**config.mk**
```make
export PLATFORM = sky130hd
export DESIGN_NAME = qr_module_classify_and_mask
export DESIGN_NICKNAME = d
export VERILOG_FILES = /design/src/rtl/qrcm_pkg.sv /design/src/rtl/qrcm_classify.sv /design/src/rtl/qrcm_mask.sv /design/src/rtl/qr_module_classify_and_mask.sv
export VERILOG_INCLUDE_DIRS = /design/src /design/src/rtl
export SDC_FILE = /design/constraint.sdc
export NUM_CORES = 1
export LEC_CHECK = 0
export BUFFER_PORTS_ARGS = -buffer_cell sky130_fd_sc_hd__buf_2
export CAP_MARGIN = 20
export CORE_AREA = 2 2 183 185
export CTS_BUF_LIST = sky130_fd_sc_hd__clkbuf_4 sky130_fd_sc_hd__clkbuf_8 sky130_fd_sc_hd__clkbuf_16
export CTS_CLUSTER_DIAMETER = 120
export DETAILED_ROUTE_END_ITERATION = 6
export DIE_AREA = 0 0 185 187
export GPL_ROUTABILITY_DRIVEN = 0
export GPL_TIMING_DRIVEN = 1
export PLACE_DENSITY = 0.65
export SLEW_MARGIN = 15
export SYNTH_ARGS = -nofsm -noshare
export SYNTH_HDL_FRONTEND = slang
export SYNTH_HIERARCHICAL = 1
export SYNTH_SLANG_ARGS = --single-unit
```
**constraint.sdc**
```tcl
create_clock -name i_clk -period 8.1 [get_ports i_clk]
set_input_delay 0.405 -clock i_clk [delete_from_list [all_inputs] [get_ports i_clk]]
set_output_delay 0.405 -clock i_clk [all_outputs]
set_load 0.05 [all_outputs]
```
**src/rtl/qr_module_classify_and_mask_assert.svh**
```systemverilog
// Assertion macros for the QR module classifier.
// Each macro takes a label, the clock, the active-low reset, a condition
// that starts the check and the condition that must then hold.
`ifndef QR_MODULE_CLASSIFY_AND_MASK_ASSERT_SVH
`define QR_MODULE_CLASSIFY_AND_MASK_ASSERT_SVH

`ifndef SYNTHESIS
// Same-cycle implication
`define QRCM_ASSERT_IMP(label, clk, rst_n, ante, cons) \
    label: assert property (@(posedge clk) disable iff (!rst_n) (ante) |-> (cons)) \
        else $error("qrcm: same-cycle check failed");
// Next-cycle implication
`define QRCM_ASSERT_NEXT(label, clk, rst_n, ante, cons) \
    label: assert property (@(posedge clk) disable iff (!rst_n) (ante) |=> (cons)) \
        else $error("qrcm: next-cycle check failed");
`else
`define QRCM_ASSERT_IMP(label, clk, rst_n, ante, cons)
`define QRCM_ASSERT_NEXT(label, clk, rst_n, ante, cons)
`endif

`endif

```
**src/rtl/qrcm_pkg.sv**
```systemverilog
`default_nettype none

package qrcm_pkg;

    // Input word: one module position and its unmasked data bit
    typedef struct packed {
        logic [7:0] column;
        logic [7:0] row;
        logic       data_bit;
    } t_in_word;

    // Result word: final module value and its classification
    typedef struct packed {
        logic module_value;
        logic function_module;
        logic hard_border;
        logic soft_border;
        logic out_of_range;
    } t_out_word;

    // Classification handed from the pattern decoder to the masking stage
    typedef struct packed {
        logic out_of_range;
        logic function_module;
        logic hard_border;
        logic soft_border;
        logic fixed_value;
    } t_class;

    // Configuration register indexes
    localparam logic [1:0] REG_VERSION = 2'd0;
    localparam logic [1:0] REG_ECC     = 2'd1;
    localparam logic [1:0] REG_MASK    = 2'd2;

    // Data mask patterns
    typedef enum logic [2:0] {
        MASK_CHECKER, MASK_ROWS, MASK_COLS3, MASK_DIAG3,
        MASK_BLOCKS, MASK_PROD_SUM, MASK_PROD_PAR, MASK_PROD_MIXED
    } t_mask;

    // Version information words, versions 7 through 40
    localparam logic [17:0] VER_WORDS [34] = '{
        18'h07c94, 18'h085bc, 18'h09a99, 18'h0a4d3, 18'h0bbf6, 18'h0c762, 18'h0d847,
        18'h0e60d, 18'h0f928, 18'h10b78, 18'h1145d, 18'h12a17, 18'h13532, 18'h149a6,
        18'h15683, 18'h168c9, 18'h177ec, 18'h18ec4, 18'h191e1, 18'h1afab, 18'h1b08e,
        18'h1cc1a, 18'h1d33f, 18'h1ed75, 18'h1f250, 18'h209d5, 18'h216f0, 18'h228ba,
        18'h2379f, 18'h24b0b, 18'h2542e, 18'h26a64, 18'h27541, 18'h28c69
    };

    // Format words by error correction row and mask pattern
    localparam logic [14:0] FMT_WORDS [4][8] = '{
        '{15'h5412, 15'h5125, 15'h5e7c, 15'h5b4b, 15'h45f9, 15'h40ce, 15'h4f97, 15'h4aa0},
        '{15'h77c4, 15'h72f3, 15'h7daa, 15'h789d, 15'h662f, 15'h6318, 15'h6c41, 15'h6976},
        '{15'h1689, 15'h13be, 15'h1ce7, 15'h19d0, 15'h0762, 15'h0255, 15'h0d0c, 15'h083b},
        '{15'h355f, 15'h3068, 15'h3f31, 15'h3a06, 15'h24b4, 15'h2183, 15'h2eda, 15'h2bed}
    };

    // Finder rows including the separator row
    localparam logic [7:0] FINDER_ROWS [8] = '{
        8'h7f, 8'h41, 8'h5d, 8'h5d, 8'h5d, 8'h41, 8'h7f, 8'h00
    };

    localparam logic [4:0] ALIGN_ROWS [5] = '{5'h1f, 5'h11, 5'h15, 5'h11, 5'h1f};

    localparam int unsigned ALIGN_SLOTS = 7;

    // Alignment centers per version index; zero marks an unused slot
    localparam logic [7:0] ALIGN_POS [40][ALIGN_SLOTS] = '{
        '{default:8'd0},
        '{0:8'd6, 1:8'd18, default:8'd0},
        '{0:8'd6, 1:8'd22, default:8'd0},
        '{0:8'd6, 1:8'd26, default:8'd0},
        '{0:8'd6, 1:8'd30, default:8'd0},
        '{0:8'd6, 1:8'd34, default:8'd0},
        '{0:8'd6, 1:8'd22, 2:8'd38, default:8'd0},
        '{0:8'd6, 1:8'd24, 2:8'd42, default:8'd0},
        '{0:8'd6, 1:8'd26, 2:8'd46, default:8'd0},
        '{0:8'd6, 1:8'd28, 2:8'd50, default:8'd0},
        '{0:8'd6, 1:8'd30, 2:8'd54, default:8'd0},
        '{0:8'd6, 1:8'd32, 2:8'd58, default:8'd0},
        '{0:8'd6, 1:8'd34, 2:8'd62, default:8'd0},
        '{0:8'd6, 1:8'd26, 2:8'd46, 3:8'd66, default:8'd0},
        '{0:8'd6, 1:8'd26, 2:8'd48, 3:8'd70, default:8'd0},
        '{0:8'd6, 1:8'd26, 2:8'd50, 3:8'd74, default:8'd0},
        '{0:8'd6, 1:8'd30, 2:8'd54, 3:8'd78, default:8'd0},
        '{0:8'd6, 1:8'd30, 2:8'd56, 3:8'd82, default:8'd0},
        '{0:8'd6, 1:8'd30, 2:8'd58, 3:8'd86, default:8'd0},
        '{0:8'd6, 1:8'd34, 2:8'd62, 3:8'd90, default:8'd0},
        '{0:8'd6, 1:8'd28, 2:8'd50, 3:8'd72, 4:8'd94, default:8'd0},
        '{0:8'd6, 1:8'd26, 2:8'd50, 3:8'd74, 4:8'd98, default:8'd0},
        '{0:8'd6, 1:8'd30, 2:8'd54, 3:8'd78, 4:8'd102, default:8'd0},
        '{0:8'd6, 1:8'd28, 2:8'd54, 3:8'd80, 4:8'd106, default:8'd0},
        '{0:8'd6, 1:8'd32, 2:8'd58, 3:8'd84, 4:8'd110, default:8'd0},
        '{0:8'd6, 1:8'd30, 2:8'd58, 3:8'd86, 4:8'd114, default:8'd0},
        '{0:8'd6, 1:8'd34, 2:8'd62, 3:8'd90, 4:8'd118, default:8'd0},
        '{0:8'd6, 1:8'd26, 2:8'd50, 3:8'd74, 4:8'd98, 5:8'd122, default:8'd0},
        '{0:8'd6, 1:8'd30, 2:8'd54, 3:8'd78, 4:8'd102, 5:8'd126, default:8'd0},
        '{0:8'd6, 1:8'd26, 2:8'd52, 3:8'd78, 4:8'd104, 5:8'd130, default:8'd0},
        '{0:8'd6, 1:8'd30, 2:8'd56, 3:8'd82, 4:8'd108, 5:8'd134, default:8'd0},
        '{0:8'd6, 1:8'd34, 2:8'd60, 3:8'd86, 4:8'd112, 5:8'd138, default:8'd0},
        '{0:8'd6, 1:8'd30, 2:8'd58, 3:8'd86, 4:8'd114, 5:8'd142, default:8'd0},
        '{0:8'd6, 1:8'd34, 2:8'd62, 3:8'd90, 4:8'd118, 5:8'd146, default:8'd0},
        '{0:8'd6, 1:8'd30, 2:8'd54, 3:8'd78, 4:8'd102, 5:8'd126, 6:8'd150},
        '{0:8'd6, 1:8'd24, 2:8'd50, 3:8'd76, 4:8'd102, 5:8'd128, 6:8'd154},
        '{0:8'd6, 1:8'd28, 2:8'd54, 3:8'd80, 4:8'd106, 5:8'd132, 6:8'd158},
        '{0:8'd6, 1:8'd32, 2:8'd58, 3:8'd84, 4:8'd110, 5:8'd136, 6:8'd162},
        '{0:8'd6, 1:8'd26, 2:8'd54, 3:8'd82, 4:8'd110, 5:8'd138, 6:8'd166},
        '{0:8'd6, 1:8'd30, 2:8'd58, 3:8'd86, 4:8'd114, 5:8'd142, 6:8'd170}
    };

endpackage

`default_nettype wire

```
**src/rtl/qrcm_classify.sv**
```systemverilog
`default_nettype none

module qrcm_classify (
    input  wire logic [5:0]      i_version,
    input  wire logic [1:0]      i_ecc_level,
    input  wire logic [2:0]      i_mask_select,
    input  wire logic [7:0]      i_column,
    input  wire logic [7:0]      i_row,
    output qrcm_pkg::t_class     o_class
);
    import qrcm_pkg::*;

    function automatic logic in_finder(input logic [7:0] s, input logic [7:0] x,
                                       input logic [7:0] y);
        return (x < 8'd8 && (y < 8'd8 || y >= s - 8'd8)) || (y < 8'd8 && x >= s - 8'd8);
    endfunction

    logic [7:0]  size;
    logic [7:0]  ver_base;
    logic [5:0]  ver_idx;
    logic [17:0] ver_word;
    logic [14:0] fmt_word;
    logic        oor;

    logic        ver_hit;
    logic [4:0]  ver_bit;
    logic        dark_hit;
    logic        fmt_hit;
    logic [3:0]  fmt_bit;
    logic        finder_hit;
    logic [2:0]  finder_x;
    logic [2:0]  finder_y;
    logic        align_x_hit;
    logic        align_y_hit;
    logic [7:0]  align_cx;
    logic [7:0]  align_cy;
    logic        align_hit;
    logic [2:0]  align_dx;
    logic [2:0]  align_dy;
    logic        timing_v;
    logic        timing_h;

    // Symbol size and lookups driven by configuration
    assign size     = 8'({i_version, 2'b00}) + 8'd21;
    assign ver_base = size - 8'd11;
    assign ver_idx  = (i_version >= 6'd6) ? (i_version - 6'd6) : 6'd0;
    assign ver_word = VER_WORDS[ver_idx];
    assign fmt_word = FMT_WORDS[i_ecc_level][i_mask_select];
    assign oor      = (i_column >= size) || (i_row >= size);

    // Version information blocks, bottom-left and top-right
    always_comb begin
        ver_hit = 1'b0;
        ver_bit = '0;
        if (i_version >= 6'd6) begin
            if (i_column >= ver_base && i_column <= ver_base + 8'd2 && i_row < 8'd6) begin
                ver_hit = 1'b1;
                ver_bit = 5'(i_row[2:0]) * 5'd3 + 5'(i_column - ver_base);
            end else if (i_row >= ver_base && i_row <= ver_base + 8'd2
                         && i_column < 8'd6) begin
                ver_hit = 1'b1;
                ver_bit = 5'(i_column[2:0]) * 5'd3 + 5'(i_row - ver_base);
            end
        end
    end

    assign dark_hit = (i_column == 8'd8) && (i_row == size - 8'd8);

    // Format information bit position
    always_comb begin
        fmt_hit = 1'b0;
        fmt_bit = '0;
        priority if (i_row == 8'd8 && i_column >= size - 8'd8) begin
            fmt_hit = 1'b1;
            fmt_bit = 4'(size - 8'd1 - i_column);
        end else if (i_row == 8'd8 && i_column == 8'd8) begin
            fmt_hit = 1'b1;
            fmt_bit = 4'd7;
        end else if (i_row == 8'd8 && i_column == 8'd7) begin
            fmt_hit = 1'b1;
            fmt_bit = 4'd8;
        end else if (i_row == 8'd8 && i_column <= 8'd5) begin
            fmt_hit = 1'b1;
            fmt_bit = 4'(8'd14 - i_column);
        end else if (i_column == 8'd8 && i_row >= size - 8'd7) begin
            fmt_hit = 1'b1;
            fmt_bit = 4'(8'd8 + i_row - (size - 8'd7));
        end else if (i_column == 8'd8 && i_row <= 8'd5) begin
            fmt_hit = 1'b1;
            fmt_bit = 4'(i_row);
        end else if (i_column == 8'd8 && i_row == 8'd7) begin
            fmt_hit = 1'b1;
            fmt_bit = 4'd6;
        end else begin
            fmt_hit = 1'b0;
        end
    end

    // Finder and separator, folded onto the top-left corner
    assign finder_hit = in_finder(size, i_column, i_row);
    assign finder_x   = (i_column < 8'd8) ? i_column[2:0] : 3'(size - 8'd1 - i_column);
    assign finder_y   = (i_row < 8'd8) ? i_row[2:0] : 3'(size - 8'd1 - i_row);

    // Alignment windows: centers lie far apart, so at most one matches per axis
    always_comb begin
        align_x_hit = 1'b0;
        align_y_hit = 1'b0;
        align_cx    = '0;
        align_cy    = '0;
        for (int k = 0; k < ALIGN_SLOTS; k++) begin
            if (ALIGN_POS[i_version][k] != 8'd0
                && {1'b0, i_column} + 9'd2 >= {1'b0, ALIGN_POS[i_version][k]}
                && {1'b0, i_column} <= {1'b0, ALIGN_POS[i_version][k]} + 9'd2) begin
                align_x_hit = 1'b1;
                align_cx    = ALIGN_POS[i_version][k];
            end
            if (ALIGN_POS[i_version][k] != 8'd0
                && {1'b0, i_row} + 9'd2 >= {1'b0, ALIGN_POS[i_version][k]}
                && {1'b0, i_row} <= {1'b0, ALIGN_POS[i_version][k]} + 9'd2) begin
                align_y_hit = 1'b1;
                align_cy    = ALIGN_POS[i_version][k];
            end
        end
    end

    // Drop alignment patterns whose center sits on a finder
    assign align_hit = align_x_hit && align_y_hit && !in_finder(size, align_cx, align_cy);
    assign align_dx  = 3'(i_column - align_cx + 8'd2);
    assign align_dy  = 3'(i_row - align_cy + 8'd2);

    assign timing_v = (i_column == 8'd6) && (i_row >= 8'd8) && (i_row <= size - 8'd9);
    assign timing_h = (i_row == 8'd6) && (i_column >= 8'd8) && (i_column <= size - 8'd9);

    // First pattern in priority order claims the module
    always_comb begin
        o_class = '0;
        priority if (oor) begin
            o_class.out_of_range = 1'b1;
        end else if (ver_hit) begin
            o_class.function_module = 1'b1;
            o_class.hard_border     = 1'b1;
            o_class.fixed_value     = ver_word[ver_bit];
        end else if (dark_hit) begin
            o_class.function_module = 1'b1;
            o_class.hard_border     = 1'b1;
            o_class.fixed_value     = 1'b1;
        end else if (fmt_hit) begin
            o_class.function_module = 1'b1;
            o_class.hard_border     = 1'b1;
            o_class.fixed_value     = fmt_word[fmt_bit];
        end else if (finder_hit) begin
            o_class.function_module = 1'b1;
            o_class.hard_border     = 1'b1;
            o_class.fixed_value     = FINDER_ROWS[finder_y][finder_x];
        end else if (align_hit) begin
            o_class.function_module = 1'b1;
            o_class.soft_border     = 1'b1;
            o_class.fixed_value     = ALIGN_ROWS[align_dy][align_dx];
        end else if (timing_v) begin
            o_class.function_module = 1'b1;
            o_class.soft_border     = 1'b1;
            o_class.fixed_value     = ~i_row[0];
        end else if (timing_h) begin
            o_class.function_module = 1'b1;
            o_class.soft_border     = 1'b1;
            o_class.fixed_value     = ~i_column[0];
        end else begin
            o_class.function_module = 1'b0;
        end
    end

endmodule

`default_nettype wire

```
**src/rtl/qrcm_mask.sv**
```systemverilog
`default_nettype none

module qrcm_mask (
    input  wire logic [2:0]      i_mask_select,
    input  wire qrcm_pkg::t_in_word i_word,
    input  wire qrcm_pkg::t_class   i_class,
    output qrcm_pkg::t_out_word  o_word
);
    import qrcm_pkg::*;

    // Divide an 8-bit value by three through its reciprocal
    function automatic logic [7:0] div3(input logic [7:0] a);
        logic [15:0] prod;
        prod = 16'(a) * 16'd171;
        return 8'(prod[15:9]);
    endfunction

    function automatic logic [1:0] mod3(input logic [7:0] a);
        logic [7:0] q;
        q = div3(a);
        return 2'(a - (q + q + q));
    endfunction

    // Residue of a sum or product of two residues; products give only 0, 1, 2 and 4
    function automatic logic [1:0] mod3_small(input logic [3:0] a);
        return (a >= 4'd3) ? 2'(a - 4'd3) : a[1:0];
    endfunction

    logic [7:0] x;
    logic [7:0] y;
    logic [1:0] x_m3;
    logic [1:0] y_m3;
    logic [7:0] x_d3;
    logic [1:0] sum_m3;
    logic [1:0] prod_m3;
    logic       sum_par;
    logic       prod_par;
    logic       flip;

    assign x        = i_word.column;
    assign y        = i_word.row;
    assign x_m3     = mod3(x);
    assign y_m3     = mod3(y);
    assign x_d3     = div3(x);
    assign sum_m3   = mod3_small(4'(x_m3) + 4'(y_m3));
    assign prod_m3  = mod3_small(4'(x_m3) * 4'(y_m3));
    assign sum_par  = x[0] ^ y[0];
    assign prod_par = x[0] & y[0];

    // Select the mask condition
    always_comb begin
        unique case (t_mask'(i_mask_select))
            MASK_CHECKER:    flip = ~sum_par;
            MASK_ROWS:       flip = ~y[0];
            MASK_COLS3:      flip = (x_m3 == 2'd0);
            MASK_DIAG3:      flip = (sum_m3 == 2'd0);
            MASK_BLOCKS:     flip = ~(y[1] ^ x_d3[0]);
            MASK_PROD_SUM:   flip = ~prod_par && (prod_m3 == 2'd0);
            MASK_PROD_PAR:   flip = ~(prod_par ^ prod_m3[0]);
            MASK_PROD_MIXED: flip = ~(prod_m3[0] ^ sum_par);
            default:         flip = 1'b0;
        endcase
    end

    // Merge fixed pattern value with the masked data bit; out-of-range modules read 0
    always_comb begin
        o_word.function_module = i_class.function_module;
        o_word.hard_border     = i_class.hard_border;
        o_word.soft_border     = i_class.soft_border;
        o_word.out_of_range    = i_class.out_of_range;
        priority if (i_class.out_of_range) begin
            o_word.module_value = 1'b0;
        end else if (i_class.function_module) begin
            o_word.module_value = i_class.fixed_value;
        end else begin
            o_word.module_value = i_word.data_bit ^ flip;
        end
    end

endmodule

`default_nettype wire

```
**src/rtl/qr_module_classify_and_mask.sv**
```systemverilog
// A word accepted into the input register reaches the output from the result register.
// Throughput: one word per cycle while the output is not stalled; an input register
// and a result register bracket the single pass of pattern decode and masking. The
// input stalls only while both registers hold words and the output is stalled.
// Reset (i_rst_n low at a clock edge) empties both registers and clears version,
// ECC level and mask select to zero.
`default_nettype none
`include "qr_module_classify_and_mask_assert.svh"

module qr_module_classify_and_mask #(
    parameter int MAX_VERSION = 40
) (
    input  wire logic                 i_clk,
    input  wire logic                 i_rst_n,
    input  wire logic                 i_in_valid,
    output logic                      o_in_ready,
    input  wire qrcm_pkg::t_in_word   i_in_data,
    output logic                      o_out_valid,
    input  wire logic                 i_out_ready,
    output qrcm_pkg::t_out_word       o_out_data,
    input  wire logic                 psel,
    input  wire logic                 penable,
    input  wire logic                 pwrite,
    input  wire logic [3:0]           paddr,
    input  wire logic [31:0]          pwdata,
    output logic [31:0]               prdata,
    output logic                      pready
);
    import qrcm_pkg::*;

    // Tables stop at version 40, so the limit never goes past it
    localparam logic [5:0] VERSION_LIMIT = 6'((MAX_VERSION > 40) ? 39 : MAX_VERSION - 1);

    logic [5:0] r_version;
    logic [1:0] r_ecc;
    logic [2:0] r_mask;
    logic       r_in_valid;
    t_in_word   r_in;
    logic       r_out_valid;
    t_out_word  r_out;
    t_out_word  n_out;
    t_class     cls;
    logic [5:0] version_sat;
    logic       cfg_write;
    logic       adv_out;
    logic       oor_clean;
    logic       border_split_ok;

    // Configuration port
    assign pready    = 1'b1;
    assign cfg_write = psel && penable && pwrite && pready;

    always_ff @(posedge i_clk) begin
        if (!i_rst_n) begin
            r_version <= '0;
            r_ecc     <= '0;
            r_mask    <= '0;
        end else if (cfg_write) begin
            case (paddr[3:2])
                REG_VERSION: r_version <= pwdata[5:0];
                REG_ECC:     r_ecc     <= pwdata[1:0];
                REG_MASK:    r_mask    <= pwdata[2:0];
                default:     ;
            endcase
        end
    end

    always_comb begin
        case (paddr[3:2])
            REG_VERSION: prdata = 32'(r_version);
            REG_ECC:     prdata = 32'(r_ecc);
            REG_MASK:    prdata = 32'(r_mask);
            default:     prdata = '0;
        endcase
    end

    // Saturate version index to the supported range
    assign version_sat = (r_version > VERSION_LIMIT) ? VERSION_LIMIT : r_version;

    // Pipeline flow control
    assign adv_out     = !r_out_valid || i_out_ready;
    assign o_in_ready  = !r_in_valid || adv_out;
    assign o_out_valid = r_out_valid;
    assign o_out_data  = r_out;

    always_ff @(posedge i_clk) begin
        if (!i_rst_n) begin
            r_in_valid  <= 1'b0;
            r_out_valid <= 1'b0;
        end else begin
            if (o_in_ready) begin
                r_in_valid <= i_in_valid;
            end
            if (adv_out) begin
                r_out_valid <= r_in_valid;
            end
        end
    end

    // Capture input word and result word
    always_ff @(posedge i_clk) begin
        if (i_in_valid && o_in_ready) begin
            r_in <= i_in_data;
        end
        if (adv_out && r_in_valid) begin
            r_out <= n_out;
        end
    end

    qrcm_classify u_classify (
        .i_version     (version_sat),
        .i_ecc_level   (r_ecc),
        .i_mask_select (r_mask),
        .i_column      (r_in.column),
        .i_row         (r_in.row),
        .o_class       (cls)
    );

    qrcm_mask u_mask (
        .i_mask_select (r_mask),
        .i_word        (r_in),
        .i_class       (cls),
        .o_word        (n_out)
    );

    // Result word consistency terms
    assign oor_clean = !o_out_data.out_of_range
                       || (!o_out_data.module_value && !o_out_data.function_module
                           && !o_out_data.hard_border && !o_out_data.soft_border);
    assign border_split_ok = !(o_out_data.hard_border && o_out_data.soft_border)
                             && ((o_out_data.hard_border || o_out_data.soft_border)
                                 == o_out_data.function_module);

    // Out-of-range results carry no pattern flags and a light module
    `QRCM_ASSERT_IMP(a_oor_clean, i_clk, i_rst_n, o_out_valid, oor_clean)
    // Hard and soft are exclusive and together make up the function flag
    `QRCM_ASSERT_IMP(a_border_split, i_clk, i_rst_n, o_out_valid, border_split_ok)
    // A held word moves into an empty result register
    `QRCM_ASSERT_NEXT(a_advance, i_clk, i_rst_n, r_in_valid && !r_out_valid, o_out_valid)

endmodule

`default_nettype wire
```
==> results of run 1 <==
-- stage by stage --
step / hold WS [ns] / instance area (µm²)
floorplan: 0.442 / 14900
global placement: 0.470 / 15500
detailed placement: 0.482 / 15500
CTS: 0.285 / 15700
global route: 0.285 / 15700
finish: 0.292 / 15700
-- layout by cell type, fill, tap and decap left out, types with 8 or more instances in the layout --
cell / n
sky130_fd_sc_hd__ha_1: 320
sky130_fd_sc_hd__inv_1: 169
sky130_fd_sc_hd__nand2_1: 143
sky130_fd_sc_hd__nor2_1: 118
sky130_fd_sc_hd__a21oi_1: 87
sky130_fd_sc_hd__xnor2_1: 86
sky130_fd_sc_hd__o21ai_0: 85
sky130_fd_sc_hd__buf_4: 61
sky130_fd_sc_hd__nor3_1: 52
sky130_fd_sc_hd__nand3_1: 52
sky130_fd_sc_hd__buf_2: 44
sky130_fd_sc_hd__mux2i_1: 42
sky130_fd_sc_hd__nand2b_1: 41
sky130_fd_sc_hd__fa_1: 31
sky130_fd_sc_hd__nor2b_1: 27
sky130_fd_sc_hd__o21a_1: 27
sky130_fd_sc_hd__conb_1: 27
sky130_fd_sc_hd__nand4_1: 26
sky130_fd_sc_hd__a21o_1: 25
sky130_fd_sc_hd__a31oi_1: 25
sky130_fd_sc_hd__o211ai_1: 24
sky130_fd_sc_hd__xor2_1: 24
sky130_fd_sc_hd__edfxtp_1: 22
sky130_fd_sc_hd__and2_1: 21
sky130_fd_sc_hd__o31ai_1: 16
sky130_fd_sc_hd__and3_1: 14
sky130_fd_sc_hd__nor4_1: 14
sky130_fd_sc_hd__a211oi_1: 14
sky130_fd_sc_hd__or3_1: 13
sky130_fd_sc_hd__dfxtp_1: 12
sky130_fd_sc_hd__o2111ai_1: 12
sky130_fd_sc_hd__or4_1: 10
sky130_fd_sc_hd__o21ai_1: 9
sky130_fd_sc_hd__o21bai_1: 9
sky130_fd_sc_hd__a2111oi_0: 9
sky130_fd_sc_hd__a21boi_0: 9
sky130_fd_sc_hd__o221ai_1: 8
-- kinds of logic (layout without fill, tap and decap cells) --
| family | count (synthesis) | in the layout | share of synthesized area [%] |
|---|---|---|---|
| AND/OR/NAND/NOR | 595 | 595 | 21.2 |
| XOR/XNOR | 112 | 112 | 6.74 |
| multiplexers | 49 | 49 | 3.40 |
| flip-flops | 35 | 35 | 6.23 |
| AO/OA/AOI/OAI | 471 | 471 | 22.7 |
| other | 2 | 27 | 0.0508 |
| buffers and inverters | 266 | 283 | 8.11 |
| adder cells (fa/ha/maj) | 355 | 355 | 31.6 |
-- cell type report --
class / instances / area share, %
sequential: 35 / 5.86
inverter: 170 / 4.05
clock buffer: 5 / 0.795
tap: 448 / 3.56
timing repair buffer: 105 / 4.31
multi-input combinational: 1609 / 81.1
clock inverter: 3 / 0.302
-- worst reg2reg max path, delay by kind of cell, from the launching register on --
| family | cells | cell delay [ns] |
|---|---|---|
| AND/OR/NAND/NOR | 11 | 2.27 |
| buffers and inverters | 4 | 0.45 |
| flip-flops | 1 | 0.34 |
| adder cells (fa/ha/maj) | 4 | 1.15 |
| AO/OA/AOI/OAI | 14 | 3.14 |
-- sequential cells by signal, indices dropped and copies added (netlist names) --
register     flops
r_in            17
r_version        6
o_out_data       5
r_mask           3
r_ecc            2
o_out_valid      1
r_in_valid       1
-- routing by layer --
metal  track usage [%]  vias up  share of wire [%]
met4              11.1        0                4.4
li1                  -     6923                  -
met5                 0        -                  0
met2              45.3      648                 45
met3              2.59      156                6.9
met1              37.9     6950                 44
-- final timing paths --
check	cells after the start	end	slack, ns	start
worst max-delay path	33	o_out_data[4]	0.59	r_version[3]
worst min-delay path	1	r_in[13]	0.29	i_in_data[13]
worst max register to register	33	o_out_data[4]	0.59	r_version[3]
worst min register to register	2	r_version[5]	0.49	r_version[5]
-- power by group --
group | total [µW] | internal (µW) | switching [µW] | leakage [µW]
registers | 208 | 198 | 10.1 | 0.000316
logic | 1350 | 586 | 769 | 0.00647
clock network | 225 | 147 | 78.2 | 0.0000844
total | 1790 | 930 | 857 | 0.00687
-- what timing repair did --
action	in CTS	in global routing
setup endpoints to repair	0	1
setup buffers	0	2
gates resized for setup	0	5
==> load_flow_metrics.sql, run 1 <==
INSERT INTO impl_metrics (metric_group, metric, value, unit) VALUES
('route', 'ant_nets', '0', ''),
('worst_setup_path', 'critPathKind', 'flip-flop to flip-flop', ''),
('worst_setup_path', 'worst_ep_arrival_time', '7.64', 'ns'),
('die', 'io-pin-count', '100', ''),
('timing', 'final.setup_skew', '0.00562', 'ns'),
('clocking', 'clock_tree_from_tritoncts', 'yes', ''),
('flow_run', 'cap_violations', '0', ''),
('timing', 'number_of_failing_hold_endpoints_at_the_final_stage', '0', ''),
('placed_design', 'detailed_place_hpwl', '37100', 'µm'),
('timing', 'final_min_period_over_clock_period', '92.8', '%'),
('timing', 'finalMaxSlewViolations', '0', ''),
('final_layout', 'fill_cells', '3269', ''),
('final_layout', 'final-seq-area', '922', 'µm²'),
('yosys', 'asyncSetResetFlopFracSynth', '0', '%'),
('global_routing', 'global_route.overflow_total', '0', ''),
('final_layout', 'fin_util', '47.9', '%'),
('clocking', 'cts_hold_buf', '0', ''),
('worst_setup_path', 'cp_data_required_time', '8.23', 'ns'),
('timing', 'postLayoutSetupSlackWorst', '0.586', 'ns'),
('power', 'ir_worst_vdd', '0.000317', 'V'),
('clocking', 'clk_latency', '0.29', 'ns'),
('yosys', 'synth_area_per_cell', '7.84', 'µm²'),
('timing', 'max_clock_freq', '133', 'MHz'),
('placed_design', 'portBuffers', '44', ''),
('timing', 'final-setup-viol-count', '0', ''),
('global_routing', 'grt_start_max_net_pins', '50', ''),
('timing', 'slew_headroom', '30.4', '%'),
('worst_setup_path', 'worst_path_most_repeated_cell', 'sky130_fd_sc_hd__nor2_1', ''),
('clocking', 'htree_num_levels', '2', ''),
('yosys', 'synth-edff-count', '22', ''),
('worst_setup_path', 'worstSetupEndpointType', 'flip-flop', ''),
('clocking', 'tritoncts.num_buffers', '5', ''),
('die', 'die-width', '185', 'µm'),
('global_routing', 'grt_usage', '27.9', '%'),
('power', 'power_per_cell_area', '114', 'nW/µm²'),
('yosys', 'dominantRegCellSynth', 'sky130_fd_sc_hd__edfxtp_1', ''),
('route', 'route.detailed.vias_per_inst', '6.18', ''),
('power', 'leakage', '0.00687', 'µW'),
('yosys', 'syn_area', '14800', 'µm²'),
('yosys', 'post_synth_main_area_contributors', 'sky130_fd_sc_hd__ha_1 27%, sky130_fd_sc_hd__xnor2_1 5.1%, sky130_fd_sc_hd__edfxtp_1 4.5%, sky130_fd_sc_hd__inv_1 4.3%, sky130_fd_sc_hd__fa_1 4.2%', ''),
('placed_design', 'dp_slack', '0.320', 'ns'),
('yosys', 'synth_top_area_share', '27.2', '%'),
('die', 'initial_core_util', '45.0', '%'),
('global_routing', 'grt_antenna_before_repair', '0', ''),
('route', 'drt_wl_total', '48500', 'µm'),
('worst_setup_path', 'cpPeakStageDelay', '0.55', 'ns'),
('route', 'drtIter0Drc', '1366', ''),
('yosys', 'synth-seq-area-share', '6.23', '%'),
('yosys', 'synthDistinctLibCells', '118', ''),
('yosys', 'netlist.top_cell.by_area', 'sky130_fd_sc_hd__ha_1', ''),
('worst_setup_path', 'critical_path_launch_point_type', 'flip-flop', ''),
('global_routing', 'first_global_vias', '13900', ''),
('final_layout', 'area.growth.synth_to_final', '6.59', '%'),
('final_layout', 'multi_input_comb_area', '12800', 'µm²'),
('timing', 'rsz0062_at_grt', 'false', ''),
('final_layout', 'count_of_antenna_diodes_in_the_layout', '0', ''),
('yosys', 'synth_seq_cells', '35', ''),
('yosys', 'synthMostInstantiatedCell', 'sky130_fd_sc_hd__ha_1', ''),
('status', 'outcome', 'complete, no violations', ''),
('timing', 'tightestPinTransition', '1.02', 'ns'),
('route', 'wl_per_cell', '20.4', 'µm'),
('yosys', 'synth.cells.most_frequent', '321 x sky130_fd_sc_hd__ha_1, 169 x sky130_fd_sc_hd__inv_1, 143 x sky130_fd_sc_hd__nand2_1', ''),
('route', 'via_count', '14700', ''),
('route', 'detail_route.first_pass.iterations', '7', ''),
('final_layout', 'drive_gt1_share', '9.55', '%'),
('clocking', 'clkSlewWorstSetupHoldPaths', '0.06', 'ns'),
('clocking', 'clock-sinks', '35', ''),
('die', 'row_count', '67', ''),
('placed_design', 'placed_cells', '2365', ''),
('route', 'route.detailed.drc', '0', ''),
('die', 'fp.dieArea', '34600', 'µm²');
No activity file was read; power rests on OpenSTA's default activity.
==> inputs of run 2 (changes only) <==
--- a/config.mk
+++ b/config.mk
@@ -16,6 +16,7 @@
 export GPL_ROUTABILITY_DRIVEN = 0
 export GPL_TIMING_DRIVEN = 1
 export PLACE_DENSITY = 0.65
+export RECOVER_POWER = 100
 export SLEW_MARGIN = 15
 export SYNTH_ARGS = -nofsm -noshare
 export SYNTH_HDL_FRONTEND = slang
==> run 2 against run 1 <==
Via count about the same. Global-route usage unchanged. First-iteration DRC count up 1.9%. Critical path depth unchanged. Core utilization down 0.12 points. Clock skew about the same. Wire length about the same. Critical path type unchanged. Largest cell class unchanged. Highest routed layer unchanged.
==> load_flow_metrics.sql, run 2 (same netlist as run 1, synthesis figures left out) <==
INSERT INTO impl_metrics (metric_group, metric, value, unit) VALUES
('clocking', 'clk_root_buffer_cell', 'sky130_fd_sc_hd__clkbuf_16', ''),
('route', 'drt_wl_total', '48500', 'µm'),
('power', 'power.switching_fraction', '48.0', '%'),
('power', 'power_per_cell_area', '114', 'nW/µm²'),
('timing', 'period_minus_slack', '7.49', 'ns'),
('die', 'fp.dieArea', '34600', 'µm²'),
('power', 'leakage', '0.00681', 'µW'),
('worst_setup_path', 'critical_path_launch_point_type', 'flip-flop', ''),
('route', 'met3_wirelength', '3300', 'µm'),
('die', 'io-pin-count', '100', ''),
('global_routing', 'first_global_vias', '13900', ''),
('timing', 'final_min_period_over_clock_period', '92.5', '%'),
('worst_setup_path', 'slowest_stage', 'sky130_fd_sc_hd__or4_1', ''),
('final_layout', 'nets', '2338', ''),
('route', 'dr.max_layer_used', 'met4', ''),
('final_layout', 'multi_input_comb_area', '12800', 'µm²'),
('worst_setup_path', 'cp_data_required_time', '8.23', 'ns'),
('timing', 'final-setup-viol-count', '0', ''),
('global_routing', 'first_pass_grt_wire_length', '76700', 'µm'),
('final_layout', 'layout.cells.most_common', 'sky130_fd_sc_hd__ha_1', ''),
('clocking', 'clk_latency', '0.29', 'ns'),
('final_layout', 'drive_gt1_share', '8.61', '%'),
('die', 'core_region_area', '32900', 'µm²'),
('worst_setup_path', 'worst_path_most_repeated_cell', 'sky130_fd_sc_hd__nor2_1', ''),
('route', 'met2_wirelength', '21800', 'µm'),
('timing', 'final.setup_skew', '0.00541', 'ns'),
('die', 'initial_core_util', '45.0', '%'),
('placed_design', 'placed_cells', '2365', ''),
('timing', 'finalSetupTns', '0', 'ns'),
('die', 'die_y', '187', 'µm'),
('clocking', 'max-clock-path-buffers', '2', ''),
('final_layout', 'count_of_antenna_diodes_in_the_layout', '0', ''),
('timing', 'number_of_failing_hold_endpoints_at_the_final_stage', '0', ''),
('power', 'ir_worst_vdd', '0.000317', 'V'),
('worst_setup_path', 'worst_ep_arrival_time', '7.61', 'ns'),
('min_path', 'worstHoldPathType', 'input pin to flip-flop', ''),
('worst_setup_path', 'critPathKind', 'flip-flop to flip-flop', ''),
('worst_setup_path', 'maximum_fanout_along_the_worst_path', '10', ''),
('timing', 'rsz0062_at_grt', 'false', ''),
('route', 'route.detailed.drc', '0', ''),
('global_routing', 'grt_antenna_before_repair', '0', ''),
('route', 'route.detailed.vias_per_inst', '6.18', ''),
('clocking', 'cts_hold_buf', '0', ''),
('timing', 'max_clock_freq', '134', 'MHz'),
('power', 'total_switching_power', '857', 'µW'),
('flow_run', 'cap_violations', '0', ''),
('timing', 'tightestPinTransition', '1.05', 'ns'),
('timing', 'finalMaxSlewViolations', '0', ''),
('clocking', 'clock-sinks', '35', ''),
('die', 'die-width', '185', 'µm'),
('power', 'share_clk_of_total_power', '12.6', '%'),
('final_layout', 'final-seq-area', '922', 'µm²'),
('final_layout', 'largest_register_ff_count', '17', ''),
('worst_setup_path', 'worstRegToRegCells', '33', ''),
('power', 'combinational_share_of_power', '75.7', '%'),
('die', 'row_count', '67', ''),
('power', 'power_frac_seq', '11.7', '%'),
('power', 'power.total', '1790', 'µW'),
('min_path', 'worstHoldPathCells', '1', ''),
('route', 'ant_nets', '0', ''),
('global_routing', 'grt_usage', '27.9', '%'),
('clocking', 'clock_tree_from_tritoncts', 'yes', ''),
('power', 'internal_power_summed_over_all_cells', '930', 'µW'),
('route', 'm1_wl', '21400', 'µm'),
('final_layout', 'fill_cells', '3286', ''),
('final_layout', 'largest-register', 'r_in', ''),
('clocking', 'tritoncts.num_buffers', '5', ''),
('placed_design', 'detailed_place_hpwl', '37100', 'µm'),
('timing', 'slew_headroom', '28.2', '%'),
('route', 'wl_per_cell', '20.4', 'µm'),
('placed_design', 'portBuffers', '44', ''),
('worst_setup_path', 'worstSetupEndpointType', 'flip-flop', ''),
('route', 'via_count', '14700', ''),
('final_layout', 'finalNonFillerCells', '2375', ''),
('final_layout', 'commonest_cells_after_routing_fill_and_taps_aside', '320 x sky130_fd_sc_hd__ha_1, 169 x sky130_fd_sc_hd__inv_1, 143 x sky130_fd_sc_hd__nand2_1, 118 x sky130_fd_sc_hd__nor2_1, 87 x sky130_fd_sc_hd__a21oi_1', ''),
('timing', 'holdWs', '0.292', 'ns'),
('final_layout', 'fin_util', '47.8', '%'),
('route', 'drtIter0Drc', '1392', ''),
('status', 'outcome', 'complete, no violations', ''),
('global_routing', 'grt_start_max_net_pins', '50', ''),
('route', 'detail_route.first_pass.iterations', '7', ''),
('global_routing', 'global_route.overflow_total', '0', ''),
('worst_setup_path', 'cpPeakStageDelay', '0.54', 'ns'),
('clocking', 'htree_num_levels', '2', ''),
('final_layout', 'area.growth.synth_to_final', '6.32', '%'),
('clocking', 'clkSlewWorstSetupHoldPaths', '0.06', 'ns');
[run 2: cell types whose count changed in the layout (fill, tap and decap cells not counted)]
| cell | before | now |
|---|---|---|
| sky130_fd_sc_hd__and2_0 | 0 | 1 |
| sky130_fd_sc_hd__buf_2 | 44 | 29 |
| sky130_fd_sc_hd__nor3b_2 | 2 | 1 |
| sky130_fd_sc_hd__clkbuf_1 | 0 | 15 |
| sky130_fd_sc_hd__nand3_1 | 52 | 53 |
| sky130_fd_sc_hd__nand3_2 | 1 | 0 |
| sky130_fd_sc_hd__and2_1 | 21 | 20 |
| sky130_fd_sc_hd__nor3_4 | 1 | 0 |
| sky130_fd_sc_hd__nor3_1 | 52 | 53 |
| sky130_fd_sc_hd__nor3b_1 | 7 | 8 |
[run 2: layout make-up]
cell class / count / area share (%)
clock buffer: 5 / 0.797
multi-input combinational: 1609 / 81.2
sequential: 35 / 5.87
tap: 448 / 3.57
inverter: 170 / 4.06
timing repair buffer: 105 / 4.20
clock inverter: 3 / 0.303
[run 2: path summary, 6_finish.rpt]
kind,from,to,slack (ns)
setup / recovery,r_version[3],o_out_data[4],0.61
hold / removal,i_in_data[16],r_in[16],0.29
setup reg to reg,r_version[3],o_out_data[4],0.61
hold reg to reg,r_version[5],r_version[5],0.49
[run 2: worst max-delay path: cells and delay by family, from the launching register on]
kind            cells  cell delay (ns)
compound gates     14             3.13
fa+ha+maj           4             1.14
buf+inv             4             0.45
flops               1             0.34
simple gates       11             2.26
[run 2: power by group through the flow]
stage,Sequential (µW),Clock (µW),Combinational [µW]
6_report,208,225,1350
4_1_cts,208,231,1340
3_3_place_gp,212,0,1270
3_5_place_dp,212,0,1330
5_1_grt,209,238,1540
2_1_floorplan,226,0,1040
[run 2: through the flow]
step | instance area, µm² | setup slack, ns
after CTS | 15700 | 0.288
after global placement | 15500 | 0.460
after global routing | 15700 | 0.115
after detailed placement | 15500 | 0.320
final | 15700 | 0.610
after floorplan | 14900 | 0.523
[run 2: routing by layer]
layer	GRT usage (%)	up-vias
met1	37.9	6962
met4	11.1	0
met2	45.3	652
met5	0	-
met3	2.59	151
li1	-	6924
[run 2: what timing repair did]
item	in CTS	in global routing
buffers inserted	0	2
endpoints found under the setup margin	0	1
hold endpoints to repair	0	0
resized for setup	0	5
